`config.mk`:
```
export PLATFORM = sky130hd
export DESIGN_NAME = frame_time_smoother
export DESIGN_NICKNAME = d
export VERILOG_FILES = /design/src/rtl/fts_pkg.sv /design/src/rtl/fts_hist.sv /design/src/rtl/fts_div.sv /design/src/rtl/frame_time_smoother.sv
export SDC_FILE = /design/constraint.sdc
export NUM_CORES = 2
export LEC_CHECK = 0
export ABC_AREA = 1
export ABC_CLOCK_PERIOD_IN_PS = 4400
export BUFFER_PORTS_ARGS = -buffer_cell sky130_fd_sc_hd__clkbuf_2
export CAP_MARGIN = 15
export CORE_MARGIN = 1.5
export CORE_UTILIZATION = 57
export DETAILED_ROUTE_END_ITERATION = 10
export PLACE_DENSITY_LB_ADDON = 0.15
export SLEW_MARGIN = 20
export SYNTH_ARGS = -nofsm -noshare
export SYNTH_HDL_FRONTEND = slang
export SYNTH_SLANG_ARGS = --single-unit
```
`constraint.sdc`:
```
create_clock -name i_clk -period 4.4 [get_ports i_clk]
set_input_delay 0.44 -clock i_clk [delete_from_list [all_inputs] [get_ports i_clk]]
set_output_delay 0.44 -clock i_clk [all_outputs]
set_load 0.01 [all_outputs]
```
`src/rtl/fts_pkg.sv`:
```
// ----------------------------------------------------------------------------
// fts_pkg
// Shared widths, register indexes and reset values of the frame time smoother.
// ----------------------------------------------------------------------------
package fts_pkg;

    localparam int DUR_W      = 32;  // signed frame duration
    localparam int TIME_W     = 48;  // time ports
    localparam int FRAME_W    = 32;  // frame counter
    localparam int WIN_W      = 7;
    localparam int DEF_W      = 18;
    localparam int SPIKE_W    = 31;
    localparam int CFG_IDX_W  = 3;
    localparam int CFG_DATA_W = 48;

    localparam logic [CFG_IDX_W-1:0] CFG_WINDOW  = 3'd0;
    localparam logic [CFG_IDX_W-1:0] CFG_DEFAULT = 3'd1;
    localparam logic [CFG_IDX_W-1:0] CFG_SPIKE   = 3'd2;
    localparam logic [CFG_IDX_W-1:0] CFG_ORIGIN  = 3'd3;

    localparam logic [WIN_W-1:0]   WIN_RESET   = 7'd10;
    localparam logic [DEF_W-1:0]   DEF_RESET   = 18'd16667;
    localparam logic [SPIKE_W-1:0] SPIKE_RESET = 31'd200000;

endpackage

```
`src/rtl/fts_hist.sv`:
```
// ----------------------------------------------------------------------------
// fts_hist
// Duration history ring: one write port, one read port with registered data.
// ----------------------------------------------------------------------------
module fts_hist #(
    parameter int DEPTH  = 64,
    parameter int ADDR_W = 6
) (
    input  logic                      i_clk,
    input  logic                      i_we,
    input  logic [ADDR_W-1:0]         i_waddr,
    input  logic [fts_pkg::DUR_W-1:0] i_wdata,
    input  logic [ADDR_W-1:0]         i_raddr,
    output logic [fts_pkg::DUR_W-1:0] o_rdata
);
    import fts_pkg::*;

    logic [DUR_W-1:0] r_mem [DEPTH];
    logic [DUR_W-1:0] r_rdata;

    always_ff @(posedge i_clk) begin
        if (i_we) begin
            r_mem[i_waddr] <= i_wdata;
        end
        r_rdata <= r_mem[i_raddr];
    end

    assign o_rdata = r_rdata;

endmodule

```
`src/rtl/fts_div.sv`:
```
// ----------------------------------------------------------------------------
// fts_div
// Radix-2 restoring divider: signed window sum by unsigned entry count,
// one quotient bit per cycle, quotient truncated toward zero.
// ----------------------------------------------------------------------------
module fts_div #(
    parameter int SUM_W = 38,
    parameter int CNT_W = 7
) (
    input  logic                      i_clk,
    input  logic                      i_rst_n,
    input  logic                      i_start,
    input  logic signed [SUM_W-1:0]   i_dividend,
    input  logic [CNT_W-1:0]          i_divisor,
    output logic                      o_done,
    output logic [fts_pkg::DUR_W-1:0] o_quot
);
    import fts_pkg::*;

    localparam int STEP_W = $clog2(SUM_W);

    logic              r_busy;
    logic              r_done;
    logic [STEP_W-1:0] r_step;
    logic [CNT_W-1:0]  r_rem;
    logic [CNT_W-1:0]  r_div;
    logic [SUM_W-1:0]  r_quo;
    logic              r_neg;

    logic [CNT_W:0]    w_sh;
    logic [CNT_W:0]    w_sub;
    logic              w_ge;
    logic [SUM_W-1:0]  w_mag;
    logic [SUM_W-1:0]  w_qs;

    assign w_sh  = {r_rem, r_quo[SUM_W-1]};
    assign w_ge  = w_sh >= {1'b0, r_div};
    assign w_sub = w_sh - {1'b0, r_div};
    assign w_mag = i_dividend[SUM_W-1] ? (~i_dividend + SUM_W'(1)) : i_dividend;
    assign w_qs  = r_neg ? (~r_quo + SUM_W'(1)) : r_quo;

    always_ff @(posedge i_clk) begin
        if (!i_rst_n) begin
            r_busy <= 1'b0;
            r_done <= 1'b0;
        end else begin
            r_done <= 1'b0;
            if (i_start) begin
                r_busy <= 1'b1;
            end else if (r_busy && (r_step == STEP_W'(SUM_W - 1))) begin
                r_busy <= 1'b0;
                r_done <= 1'b1;
            end
        end
    end

    always_ff @(posedge i_clk) begin
        if (i_start) begin
            r_step <= '0;
            r_rem  <= '0;
            r_quo  <= w_mag;
            r_neg  <= i_dividend[SUM_W-1];
            r_div  <= i_divisor;
        end else if (r_busy) begin
            r_step <= r_step + STEP_W'(1);
            r_rem  <= w_ge ? w_sub[CNT_W-1:0] : w_sh[CNT_W-1:0];
            r_quo  <= {r_quo[SUM_W-2:0], w_ge};
        end
    end

    assign o_done = r_done;
    assign o_quot = w_qs[DUR_W-1:0];

    a_start_idle: assert property (@(posedge i_clk) disable iff (!i_rst_n)
        i_start |-> !r_busy)
        else $error("divider started while busy");

    a_rem_bound: assert property (@(posedge i_clk) disable iff (!i_rst_n)
        (r_busy && !i_start) |-> (r_rem < r_div))
        else $error("partial remainder not below divisor");

endmodule

```
`src/rtl/frame_time_smoother.sv`:
```
// ----------------------------------------------------------------------------
// frame_time_smoother
// Frame duration smoother: spike-rejecting moving average of tick intervals.
// ----------------------------------------------------------------------------
// Each input transaction is one frame tick with a microsecond time reading.
// The block forms the saturated duration since the previous reading, swaps
// durations above spike_limit for the newest history entry, updates the
// history window and its running sum, divides the sum by the entry count and
// adds the result to the elapsed time. The bit-serial divider produces one
// quotient bit per cycle over the 32 + log2(MAX_WINDOW) bit window sum. The
// input is stalled while a tick is in progress or a configuration write is
// offered; a finished result waits in the output register while the next
// tick is accepted, and an output stall that outlasts the next tick holds
// that tick in its last state. Configuration writes are taken only while
// idle; those to indexes up to CFG_ORIGIN clear the history to the single
// default entry.
// ----------------------------------------------------------------------------
module frame_time_smoother #(
    parameter int MAX_WINDOW = 64,
    parameter int TIME_BITS  = 48
) (
    input  logic                           i_clk,
    input  logic                           i_rst_n,
    input  logic                           i_in_valid,
    output logic                           o_in_stall,
    input  logic [fts_pkg::TIME_W-1:0]     i_source_time,
    output logic                           o_out_valid,
    input  logic                           i_out_stall,
    output logic [fts_pkg::DUR_W-1:0]      o_measured_duration,
    output logic [fts_pkg::DUR_W-1:0]      o_predicted_duration,
    output logic [fts_pkg::TIME_W-1:0]     o_elapsed_time,
    output logic [fts_pkg::FRAME_W-1:0]    o_frame_count,
    input  logic                           i_cfg_valid,
    output logic                           o_cfg_ready,
    input  logic [fts_pkg::CFG_IDX_W-1:0]  i_cfg_index,
    input  logic [fts_pkg::CFG_DATA_W-1:0] i_cfg_data
);
    import fts_pkg::*;

    localparam int IDX_W = $clog2(MAX_WINDOW);
    localparam int CNT_W = $clog2(MAX_WINDOW + 1);
    localparam int SUM_W = DUR_W + IDX_W;
    localparam int EXT_W = (TIME_BITS > TIME_W) ? TIME_BITS : TIME_W;
    localparam logic signed [TIME_BITS:0] L_DMAX = (TIME_BITS+1)'(64'sd2147483647);
    localparam logic signed [TIME_BITS:0] L_DMIN = (TIME_BITS+1)'(-64'sd2147483648);

    typedef enum logic [6:0] {
        S_IDLE   = 7'b0000001,
        S_MEAS   = 7'b0000010,
        S_DROP   = 7'b0000100,
        S_ADD    = 7'b0001000,
        S_DSTART = 7'b0010000,
        S_DWAIT  = 7'b0100000,
        S_OUT    = 7'b1000000
    } t_state;

    t_state                  r_state, n_state;
    logic [WIN_W-1:0]        r_window, n_window;
    logic [DEF_W-1:0]        r_default, n_default;
    logic [SPIKE_W-1:0]      r_spike, n_spike;
    logic [TIME_BITS-1:0]    r_origin, n_origin;
    logic [TIME_BITS-1:0]    r_last, n_last;
    logic [TIME_BITS-1:0]    r_now, n_now;
    logic [IDX_W-1:0]        r_head, n_head;
    logic [CNT_W-1:0]        r_count, n_count;
    logic signed [SUM_W-1:0] r_sum, n_sum;
    logic [DUR_W-1:0]        r_newest, n_newest;
    logic [TIME_BITS-1:0]    r_total, n_total;
    logic [FRAME_W-1:0]      r_tick, n_tick;
    logic [DUR_W-1:0]        r_dur, n_dur;
    logic [DUR_W-1:0]        r_pred, n_pred;
    logic                    r_def0, n_def0;
    logic                    r_use_def, n_use_def;
    logic                    r_out_valid, n_out_valid;
    logic [DUR_W-1:0]        r_o_meas, n_o_meas;
    logic [DUR_W-1:0]        r_o_pred, n_o_pred;
    logic [TIME_W-1:0]       r_o_elapsed, n_o_elapsed;
    logic [FRAME_W-1:0]      r_o_frame, n_o_frame;

    logic                    w_cfg_acc, w_cfg_ok, w_in_acc;
    logic [EXT_W-1:0]        w_src_ext, w_org_ext, w_tot_ext;
    logic [TIME_BITS-1:0]    w_src, w_org_new;
    logic [DEF_W-1:0]        w_def_new;
    logic [CNT_W-1:0]        w_win;
    logic [CNT_W:0]          w_old_raw, w_old_wrap;
    logic [IDX_W-1:0]        w_old_idx, w_head_inc;
    logic signed [TIME_BITS:0] w_diff;
    logic [DUR_W-1:0]        w_sat;
    logic [DUR_W-1:0]        w_rdata, w_opnd;
    logic signed [SUM_W-1:0] w_sum_res;
    logic                    w_mem_we;
    logic                    w_div_done;
    logic [DUR_W-1:0]        w_quot;
    logic [TIME_BITS-1:0]    w_total_new;
    logic [FRAME_W-1:0]      w_tick_new;

    assign w_cfg_acc = i_cfg_valid && o_cfg_ready;
    assign w_cfg_ok  = i_cfg_index <= CFG_ORIGIN;
    assign w_in_acc  = i_in_valid && !o_in_stall;

    assign o_cfg_ready = (r_state == S_IDLE);
    assign o_in_stall  = (r_state != S_IDLE) || i_cfg_valid;

    assign w_src_ext = EXT_W'(i_source_time);
    assign w_src     = w_src_ext[TIME_BITS-1:0];
    assign w_org_ext = EXT_W'(i_cfg_data[TIME_W-1:0]);
    assign w_org_new = (i_cfg_index == CFG_ORIGIN) ? w_org_ext[TIME_BITS-1:0] : r_origin;
    assign w_def_new = (i_cfg_index == CFG_DEFAULT) ? i_cfg_data[DEF_W-1:0] : r_default;
    assign w_tot_ext = EXT_W'(w_total_new);

    // effective window: 1..MAX_WINDOW
    always_comb begin
        if (r_window == '0) begin
            w_win = CNT_W'(1);
        end else if (int'(r_window) > MAX_WINDOW) begin
            w_win = CNT_W'(MAX_WINDOW);
        end else begin
            w_win = CNT_W'(r_window);
        end
    end

    // oldest slot = head + 1 - count, modulo MAX_WINDOW
    assign w_old_raw  = (CNT_W+1)'(r_head) + (CNT_W+1)'(MAX_WINDOW + 1) - (CNT_W+1)'(r_count);
    assign w_old_wrap = (w_old_raw >= (CNT_W+1)'(MAX_WINDOW)) ?
                        (w_old_raw - (CNT_W+1)'(MAX_WINDOW)) : w_old_raw;
    assign w_old_idx  = w_old_wrap[IDX_W-1:0];
    assign w_head_inc = (r_head == IDX_W'(MAX_WINDOW - 1)) ? '0 : (r_head + IDX_W'(1));

    assign w_diff = $signed({1'b0, r_now}) - $signed({1'b0, r_last});
    always_comb begin
        if (w_diff > L_DMAX) begin
            w_sat = 32'h7FFF_FFFF;
        end else if (w_diff < L_DMIN) begin
            w_sat = 32'h8000_0000;
        end else begin
            w_sat = w_diff[DUR_W-1:0];
        end
    end

    // shared sum adder: subtract the oldest entry if full, then add the new one
    assign w_opnd    = (r_state == S_DROP) ?
                       (r_use_def ? DUR_W'(r_default) : w_rdata) : r_dur;
    assign w_sum_res = (r_state == S_DROP) ? (r_sum - SUM_W'($signed(w_opnd)))
                                           : (r_sum + SUM_W'($signed(w_opnd)));

    assign w_total_new = r_total + TIME_BITS'($signed(r_pred));
    assign w_tick_new  = r_tick + FRAME_W'(1);

    assign w_mem_we = (r_state == S_ADD);

    fts_hist #(
        .DEPTH  (MAX_WINDOW),
        .ADDR_W (IDX_W)
    ) u_hist (
        .i_clk   (i_clk),
        .i_we    (w_mem_we),
        .i_waddr (w_head_inc),
        .i_wdata (r_dur),
        .i_raddr (w_old_idx),
        .o_rdata (w_rdata)
    );

    fts_div #(
        .SUM_W (SUM_W),
        .CNT_W (CNT_W)
    ) u_div (
        .i_clk      (i_clk),
        .i_rst_n    (i_rst_n),
        .i_start    (r_state == S_DSTART),
        .i_dividend (r_sum),
        .i_divisor  (r_count),
        .o_done     (w_div_done),
        .o_quot     (w_quot)
    );

    always_comb begin
        n_state     = r_state;
        n_window    = r_window;
        n_default   = r_default;
        n_spike     = r_spike;
        n_origin    = r_origin;
        n_last      = r_last;
        n_now       = r_now;
        n_head      = r_head;
        n_count     = r_count;
        n_sum       = r_sum;
        n_newest    = r_newest;
        n_total     = r_total;
        n_tick      = r_tick;
        n_dur       = r_dur;
        n_pred      = r_pred;
        n_def0      = r_def0;
        n_use_def   = r_use_def;
        n_out_valid = r_out_valid;
        n_o_meas    = r_o_meas;
        n_o_pred    = r_o_pred;
        n_o_elapsed = r_o_elapsed;
        n_o_frame   = r_o_frame;

        if (r_out_valid && !i_out_stall) begin
            n_out_valid = 1'b0;
        end

        unique case (r_state)
            S_IDLE: begin
                priority if (w_cfg_acc && w_cfg_ok) begin
                    unique case (i_cfg_index)
                        CFG_WINDOW:  n_window = i_cfg_data[WIN_W-1:0];
                        CFG_SPIKE:   n_spike  = i_cfg_data[SPIKE_W-1:0];
                        default:     ;
                    endcase
                    n_default = w_def_new;
                    n_origin  = w_org_new;
                    n_head    = '0;
                    n_count   = CNT_W'(1);
                    n_sum     = SUM_W'(w_def_new);
                    n_newest  = DUR_W'(w_def_new);
                    n_last    = w_org_new;
                    n_def0    = 1'b1;
                end else if (w_in_acc) begin
                    n_now   = w_src;
                    n_state = S_MEAS;
                end else begin
                end
            end
            S_MEAS: begin
                n_dur     = ($signed(w_sat) > $signed({1'b0, r_spike})) ? r_newest : w_sat;
                n_last    = r_now;
                n_use_def = (w_old_idx == '0) && r_def0;
                n_state   = S_DROP;
            end
            S_DROP: begin
                if (r_count >= w_win) begin
                    n_sum   = w_sum_res;
                    n_count = r_count - CNT_W'(1);
                end
                n_state = S_ADD;
            end
            S_ADD: begin
                n_head   = w_head_inc;
                n_newest = r_dur;
                n_sum    = w_sum_res;
                n_count  = r_count + CNT_W'(1);
                if (w_head_inc == '0) begin
                    n_def0 = 1'b0;
                end
                n_state  = S_DSTART;
            end
            S_DSTART: begin
                n_state = S_DWAIT;
            end
            S_DWAIT: begin
                if (w_div_done) begin
                    n_pred  = w_quot;
                    n_state = S_OUT;
                end
            end
            S_OUT: begin
                if (!r_out_valid || !i_out_stall) begin
                    n_total     = w_total_new;
                    n_tick      = w_tick_new;
                    n_o_meas    = r_dur;
                    n_o_pred    = r_pred;
                    n_o_elapsed = w_tot_ext[TIME_W-1:0];
                    n_o_frame   = w_tick_new;
                    n_out_valid = 1'b1;
                    n_state     = S_IDLE;
                end
            end
            default: n_state = S_IDLE;
        endcase
    end

    always_ff @(posedge i_clk) begin
        if (!i_rst_n) begin
            r_state     <= S_IDLE;
            r_window    <= WIN_RESET;
            r_default   <= DEF_RESET;
            r_spike     <= SPIKE_RESET;
            r_origin    <= '0;
            r_last      <= '0;
            r_head      <= '0;
            r_count     <= CNT_W'(1);
            r_sum       <= SUM_W'(DEF_RESET);
            r_newest    <= DUR_W'(DEF_RESET);
            r_total     <= '0;
            r_tick      <= '0;
            r_def0      <= 1'b1;
            r_out_valid <= 1'b0;
        end else begin
            r_state     <= n_state;
            r_window    <= n_window;
            r_default   <= n_default;
            r_spike     <= n_spike;
            r_origin    <= n_origin;
            r_last      <= n_last;
            r_head      <= n_head;
            r_count     <= n_count;
            r_sum       <= n_sum;
            r_newest    <= n_newest;
            r_total     <= n_total;
            r_tick      <= n_tick;
            r_def0      <= n_def0;
            r_out_valid <= n_out_valid;
        end
    end

    always_ff @(posedge i_clk) begin
        r_now       <= n_now;
        r_dur       <= n_dur;
        r_pred      <= n_pred;
        r_use_def   <= n_use_def;
        r_o_meas    <= n_o_meas;
        r_o_pred    <= n_o_pred;
        r_o_elapsed <= n_o_elapsed;
        r_o_frame   <= n_o_frame;
    end

    assign o_out_valid          = r_out_valid;
    assign o_measured_duration  = r_o_meas;
    assign o_predicted_duration = r_o_pred;
    assign o_elapsed_time       = r_o_elapsed;
    assign o_frame_count        = r_o_frame;

    a_count_in_window: assert property (@(posedge i_clk) disable iff (!i_rst_n)
        (r_state == S_IDLE) |-> (r_count != '0 && r_count <= w_win))
        else $error("history entry count outside window");

    a_out_from_seq: assert property (@(posedge i_clk) disable iff (!i_rst_n)
        $rose(r_out_valid) |-> $past(r_state == S_OUT))
        else $error("result raised outside output state");

    a_cfg_clears: assert property (@(posedge i_clk) disable iff (!i_rst_n)
        (w_cfg_acc && w_cfg_ok) |=> (r_count == CNT_W'(1) && r_head == '0 && r_def0))
        else $error("config transaction did not clear history");

endmodule

```
=== Yosys cells after proc, flatten, opt, wreduce, memory -nomap -nowiden ===
Memories as Yosys holds them, arrays and structs flattened. A register that Yosys moved wholly into a read port is not among the register bits.
Index checks and enable logic that the tools add are counted.

* Shifts and indexed selects: 0
* $lt $le $gt $ge: 8
* Bitwise logic cells: 4
* Div/mod/pow operators: 0
* Eq/ne operators: 20
* Mux-type cells: 45
* Add/subtract/negate cells: 15
* Multipliers: 0
* Reduce and logical (&&, ||, !) cells: 32

{| class="wikitable"
|+ Operators by type and width
! cell !! count
|-
| 38-bit 2-to-1 mux || 6
|-
| 32-bit 2-to-1 mux || 7
|-
| 38-bit one-hot mux with 3 select lines || 1
|-
| 48-bit 2-to-1 mux || 2
|-
| 48-bit one-hot mux with 2 select lines || 1
|-
| 32-bit by 1-bit adder with 32-bit output (second input constant) || 2
|-
| 32-bit one-hot mux with 2 select lines || 1
|-
| 7-bit 2-to-1 mux || 9
|-
| 49-bit by 32-bit greater-than comparator with 1-bit output (second input constant) || 1
|-
| 49-bit by 32-bit < comparator with 1-bit output (second input constant) || 1
|-
| 7-bit one-hot mux with 7 select lines || 1
|-
| 48-bit by 48-bit subtractor with 49-bit output || 1
|-
| 48-bit adder || 1
|-
| 38-bit by 2-bit adder with 38-bit output (second input constant) || 1
|-
| 38-bit by 32-bit adder with 38-bit output || 1
|-
| 38-bit inverter || 1
|-
| 38-bit by 32-bit subtractor with 38-bit output || 1
|-
| 32-bit greater-than comparator || 1
|-
| 32-bit inverter || 1
|-
| 7-bit one-hot mux with 3 select lines || 1
|-
| 18-bit 2-to-1 mux || 1
|-
| 6-bit 2-to-1 mux || 3
|-
| 3-bit AND reduction || 5
|-
| 6-bit by 1-bit adder with 6-bit output (second input constant) || 2
|-
| other kinds (39) || 72
|}

* Output and inout bits: 147
* Latch bits: 0
* RAM bits: 2,048
* Memories kept: 1
* Bits in registers: 642
* Memory bits (read-only): 0

{| class="wikitable"
|+ Memory list
! memory !! depth !! bits a word !! rd ports !! clocked after Yosys merged registers in !! wr ports !! line !! RTL
|-
| u_hist.r_mem || 64 || 32 || 1 || 1 || 1 || fts_hist.sv:18 || <nowiki>logic [DUR_W-1:0] r_mem [DEPTH];</nowiki>
|}

=== Logic depth before layout (Yosys ltp) ===
* Depth in word-level cells: 7
* Depth in mapped cells: 42
* Gate-level depth less buffers: 40

=== By module ===
A second synthesis with hierarchy kept.

* Cell total of the unflattened synthesis: 12,031
* Area total of the unflattened synthesis: 121,680.5 um^2

{| class="wikitable"
|+ By module, submodules not included
! module !! seq. area each (um^2) !! times used !! area each (um^2) !! cells each
|-
| fts_hist || 62,139.6 || 1 || 82,738.1 || 6,769
|-
| frame_time_smoother || 14,203.6 || 1 || 34,112.7 || 4,577
|-
| fts_div || 1,681.6 || 1 || 4,829.6 || 685
|}

=== Worst setup path before layout ===
No wires, ideal clock.

* Path kind: reg2reg
* Start point: reg r_now[0]
* End point: reg r_dur[1], data pin
* Buffers on the path: 2
* Path slack: 141 ps
* Stages on the path, launching flop included: 43
* Arrival time: 4,005 ps
* Period minus slack after synthesis: 4,259 ps
* Cell sequence: edfxtp_1 inv_1 ha_1 inv_1 fa_1 nand3_1 nand3_1 nand2_1 nand2_1 nand2_1 nand2_1 nand2_1 nand2_1 nand2_1 nand2_1 nand2_1 nand2_1 nor2_1 (+7 left out) nand2_1 inv_1 nand3_1 inv_1 nand4_1 inv_1 nand3_1 nand4_1 nand2_1 nand2_1 nand2_1 nand2_1 nand2_1 nand2_1 nand3_1 clkbuf_1 nand2_1 nand2_1

* Longest elaborated chain between the ends: 6

{| class="wikitable"
|+ Ends and longest elaborated chain
! element !! line !! RTL
|-
| start: declaration || frame_time_smoother.sv:63 || <nowiki>logic [TIME_BITS-1:0] r_now, n_now;</nowiki>
|-
| start signal: assignment || frame_time_smoother.sv:309 || <nowiki>r_now <= n_now;</nowiki>
|-
| 48-bit by 48-bit subtractor with 49-bit output (*) || frame_time_smoother.sv:129 || <nowiki>assign w_diff = $signed({1'b0, r_now}) - $signed({1'b0, r_last});</nowiki>
|-
| 49-bit by 32-bit < comparator with 1-bit output || frame_time_smoother.sv:133 || <nowiki>end else if (w_diff < L_DMIN) begin</nowiki>
|-
| 32-bit 2-to-1 mux || frame_time_smoother.sv:133 ||
|-
| 32-bit 2-to-1 mux (*) || frame_time_smoother.sv:131 || <nowiki>if (w_diff > L_DMAX) begin</nowiki>
|-
| 32-bit greater-than comparator || frame_time_smoother.sv:227 || <nowiki>n_dur = ($signed(w_sat) > $signed({1'b0, r_spike})) ? r_newest : w_sat;</nowiki>
|-
| 32-bit 2-to-1 mux (*) || frame_time_smoother.sv:227 ||
|-
| end signal: assignment || frame_time_smoother.sv:310 || <nowiki>r_dur <= n_dur;</nowiki>
|-
| end: declaration || frame_time_smoother.sv:70 || <nowiki>logic [DUR_W-1:0] r_dur, n_dur;</nowiki>
|}

Mark *: on every way between the ends. The rest lies on a longest branch, timed or not.
A chain may end at the register's enable or synchronous reset.

=== Worst setup path after layout ===
* Start point: reg r_now[30]
* End point: reg r_dur[28], data pin

Same word-level chain as after synthesis.

==> key figures <==
Timing
  – Final setup violation count: 35
  – Fmax: 212 MHz
  – Final period util: 1.07
  – Fin worst setup slack: -0.309 ns
  – Clk_skew: 0.0816 ns
  – Final Hold Vio Count: 0
  – RSZ-0062 raised after global routing: yes
  – Final Max Slew Viols: 0
  – Slew @ Worst Pin: 1.27 ns
  – Relative slew slack: 0.156
  – Crit path time final: 4.71 ns

Logic synthesis
  – Ys async rst share: 0
  – Synthesized net count: 11,400
  – Top_reg_cell synth: edfxtp_1
  – Yosys reg bits: 2,722
  – Post-synth EDFFs: 2,351
  – Avg Cell Area, Syn: 10.7 sq um
  – Post-synthesis sequential area ratio: 0.658
  – Cells after Synth: 11,100
  – Synth top area cells: edfxtp_1 60%, o21ai_0 6.8%, nor2_1 6.7%
  – Distinct cells, synth: 58
  – Synthesized area: 119,000 sq um
  – Leading cell type by number of instances after synthesis: edfxtp_1
  – Top cells by instance count after synthesis: 2,351 x edfxtp_1, 2,113 x nor2_1, 1,622 x o21ai_0
  – Area share of the largest cell type after synthesis: 0.596
  – Yosys warnings: 0
  – Dominant cell type by area after synthesis: edfxtp_1

Global route
  – Vias in the first global route: 85,100
  – Initial antenna violation count: 20
  – Overflow after GRT: 0
  – Largest net degree at the start of global routing: 194
  – First-pass GRT wire length: 537,000 um
  – Gr usage total: 0.340

Route
  – Drc violations: 0
  – Post-DRT Antenna Nets: 0
  – Pre-antenna DRT Iters: 6
  – Via count: 90,600
  – Vias per inst: 6.11
  – WL/cell: 25.0 um
  – Total Routed Length: 370,000 um
  – Iteration-0 DRC count of the detailed router: 11,200

Floorplanning
  – Die area: 211,000 sq um
  – Die width: 459 um
  – Core area: 207,000 sq um
  – I/O Pins: 251
  – FP Rows: 167
  – Die Ht: 459 um
  – Initial core utilization: 0.573

Setup path
  – Startpoint Class: flop
  – Max incr delay on CP: 0.43 ns
  – Most used cell, CP: nand2_1
  – Worst Path Max Fanout: 8
  – CP required: 5.05 ns
  – Nature of the critical path endpoint: flop
  – Crit Path Category: reg -> reg
  – Worst EP arrival: 5.36 ns
  – Crit path buf inv count: 7
  – Slowest CP cell: edfxtp_1
  – CP delay by family, top: simple AND/OR/NAND/NOR gates

Worst hold path
  – Hold/Removal Path Class: in -> reg

CTS
  – Latest clock arrival within the worst-skew pair: 0.97 ns
  – CTS H-Tree Depth: 5
  – Total CTS buffers: 293
  – TritonCTS clock tree: built
  – Clk sinks: 2,722
  – Max Buffers Root-to-Sink: 4
  – Clock Tree Root: clkbuf_16
  – Worst-path clk slew: 0.06 ns

Layout
  – Fill cells: 15,400
  – P&R area growth vs syn: 18.9%
  – Post-route insts no fill: 14,800
  – Share of cells above drive strength 1: 0.166
  – Nets: 12,200
  – Finished Cell Area: 141,000 sq um

Power and ir drop
  – Static Leak: 51.8 nW
  – Peak VDD IR: 0.466 mV
  – Power Dens Cells: 449 nW/um^2

Outcome
  – Outcome: complete, but fails checks
  – Failing checks: negative setup slack

Placed design
  – IO buf count: 250
  – Final Wtd Congestion: 0.955
  – Detailed placer's ending HPWL: 222,000 um
  – Post-DP Area: 127,000 sq um
  – Placed Cells: 14,100

Flow run
  – Reported max-cap violation count: 0
-- metal layers --
metal / wire length (um) / up-vias / track usage
met1: 149000 / 44400 / 0.471
met2: 171000 / 4370 / 0.538
met3: 33300 / 767 / 0.0573
met4: 16000 / 12 / 0.141
met5: 84 / - / 0
li1: - / 41100 / -
-- metrics by stage --
step	setup WS [ns]	hold WS, ns	TNS, ns	util	power (W)
after global placement	-0.435	0.439	-14.38	0.616	0.0381
after global routing	-0.633	0.148	-22.04	0.681	0.0653
after CTS	-0.281	0.0535	-8.43	0.669	0.0623
after detailed placement	-0.538	0.439	-17.28	0.616	0.0382
final	-0.309	0.118	-9.16	0.681	0.0634
after floorplan	0.141	0.406	0	-	0.0343
-- cell type report --
| type | count | area, sq um | share of cell area |
|---|---|---|---|
| Clock inverter | 125 | 1140 | 0.00809 |
| Clock buffer | 372 | 7850 | 0.0557 |
| Sequential cell | 2722 | 78000 | 0.554 |
| Inverter | 740 | 2810 | 0.0200 |
| Multi-Input combinational cell | 7001 | 38500 | 0.273 |
| Timing Repair Buffer | 1149 | 9260 | 0.0657 |
| Tap cell | 2704 | 3380 | 0.0240 |
| Antenna cell | 14 | 35.0 | 0.000249 |
-- kinds of logic after synthesis --
kind of cell               after synthesis  share of synthesized area
and+or+nand+nor                       3628                      0.121
AOI/OAI and AO/OA                     2973                      0.140
DFF                                   2722                      0.658
buffers and inverters                 1355                     0.0436
adders and majority gates              205                     0.0220
xor gates and xnor gates               193                     0.0143
muxes                                    2                   0.000169
-- worst paths after layout --
path / depth (start not counted) / end / slack, ns / startpoint
worst min register to register: 0 / o_predicted_duration[0]$_DFFE_PP_ / 0.45 / r_pred[0]$_DFFE_PP_
worst max register to register: 38 / r_dur[28]$_DFFE_PP_ / -0.31 / r_now[30]$_DFFE_PP_
worst min-delay path: 4 / r_origin[8]$_SDFFE_PN0P_ / 0.12 / i_cfg_index[2]
worst max-delay path: 38 / r_dur[28]$_DFFE_PP_ / -0.31 / r_now[30]$_DFFE_PP_
-- layout by cell type (no fill, tap or decap), drive strengths merged, types with 27 or more instances in the layout --
master and n:
a211oi 73, a21oi 375, a31oi 59, buf 793, clkbuf 625, clkinv 105, dfxtp 371, dlygate4sd3 103
edfxtp 2351, ha 199, inv 737, nand2 1149, nand3 165, nand4 80, nor2 2122, nor3 52
nor4 27, o21ai 1647, o221ai 53, o22ai 603, o32ai 74, xnor2 42, xor2 151
-- worst register-to-register path: cells and delay by family (launching register included) --
| family | cells | cell delay (ns) |
|---|---|---|
| compound gates | 2 | 0.16 |
| simple gates | 27 | 2.55 |
| fa+ha+maj | 2 | 0.52 |
| buf+inv | 7 | 0.81 |
| flops | 1 | 0.43 |
-- flip-flops by register name, indices dropped and copies added (netlist names), 38 cells and up --
name	count
r_origin	48
u_hist.r_mem	2048
u_div.r_quo	38
r_last	48
r_sum	38
r_total	48
o_elapsed_time	48
r_now	48
-- what timing repair did --
item	CTS	global route
setup buffers	19	71
hold endpoints to repair	129	0
setup endpoints to repair	44	56
gates resized for setup	139	508
hold buffers	103	0
pin swaps	18	161
cloned	5	5
-- where the power goes --
part | internal, W | total [W] | switching, W
logic | 0.00416 | 0.0107 | 0.00655
clock network | 0.0136 | 0.0235 | 0.00990
registers | 0.0288 | 0.0291 | 0.000330
total | 0.0466 | 0.0634 | 0.0168
(Power assumes the default switching activity.)
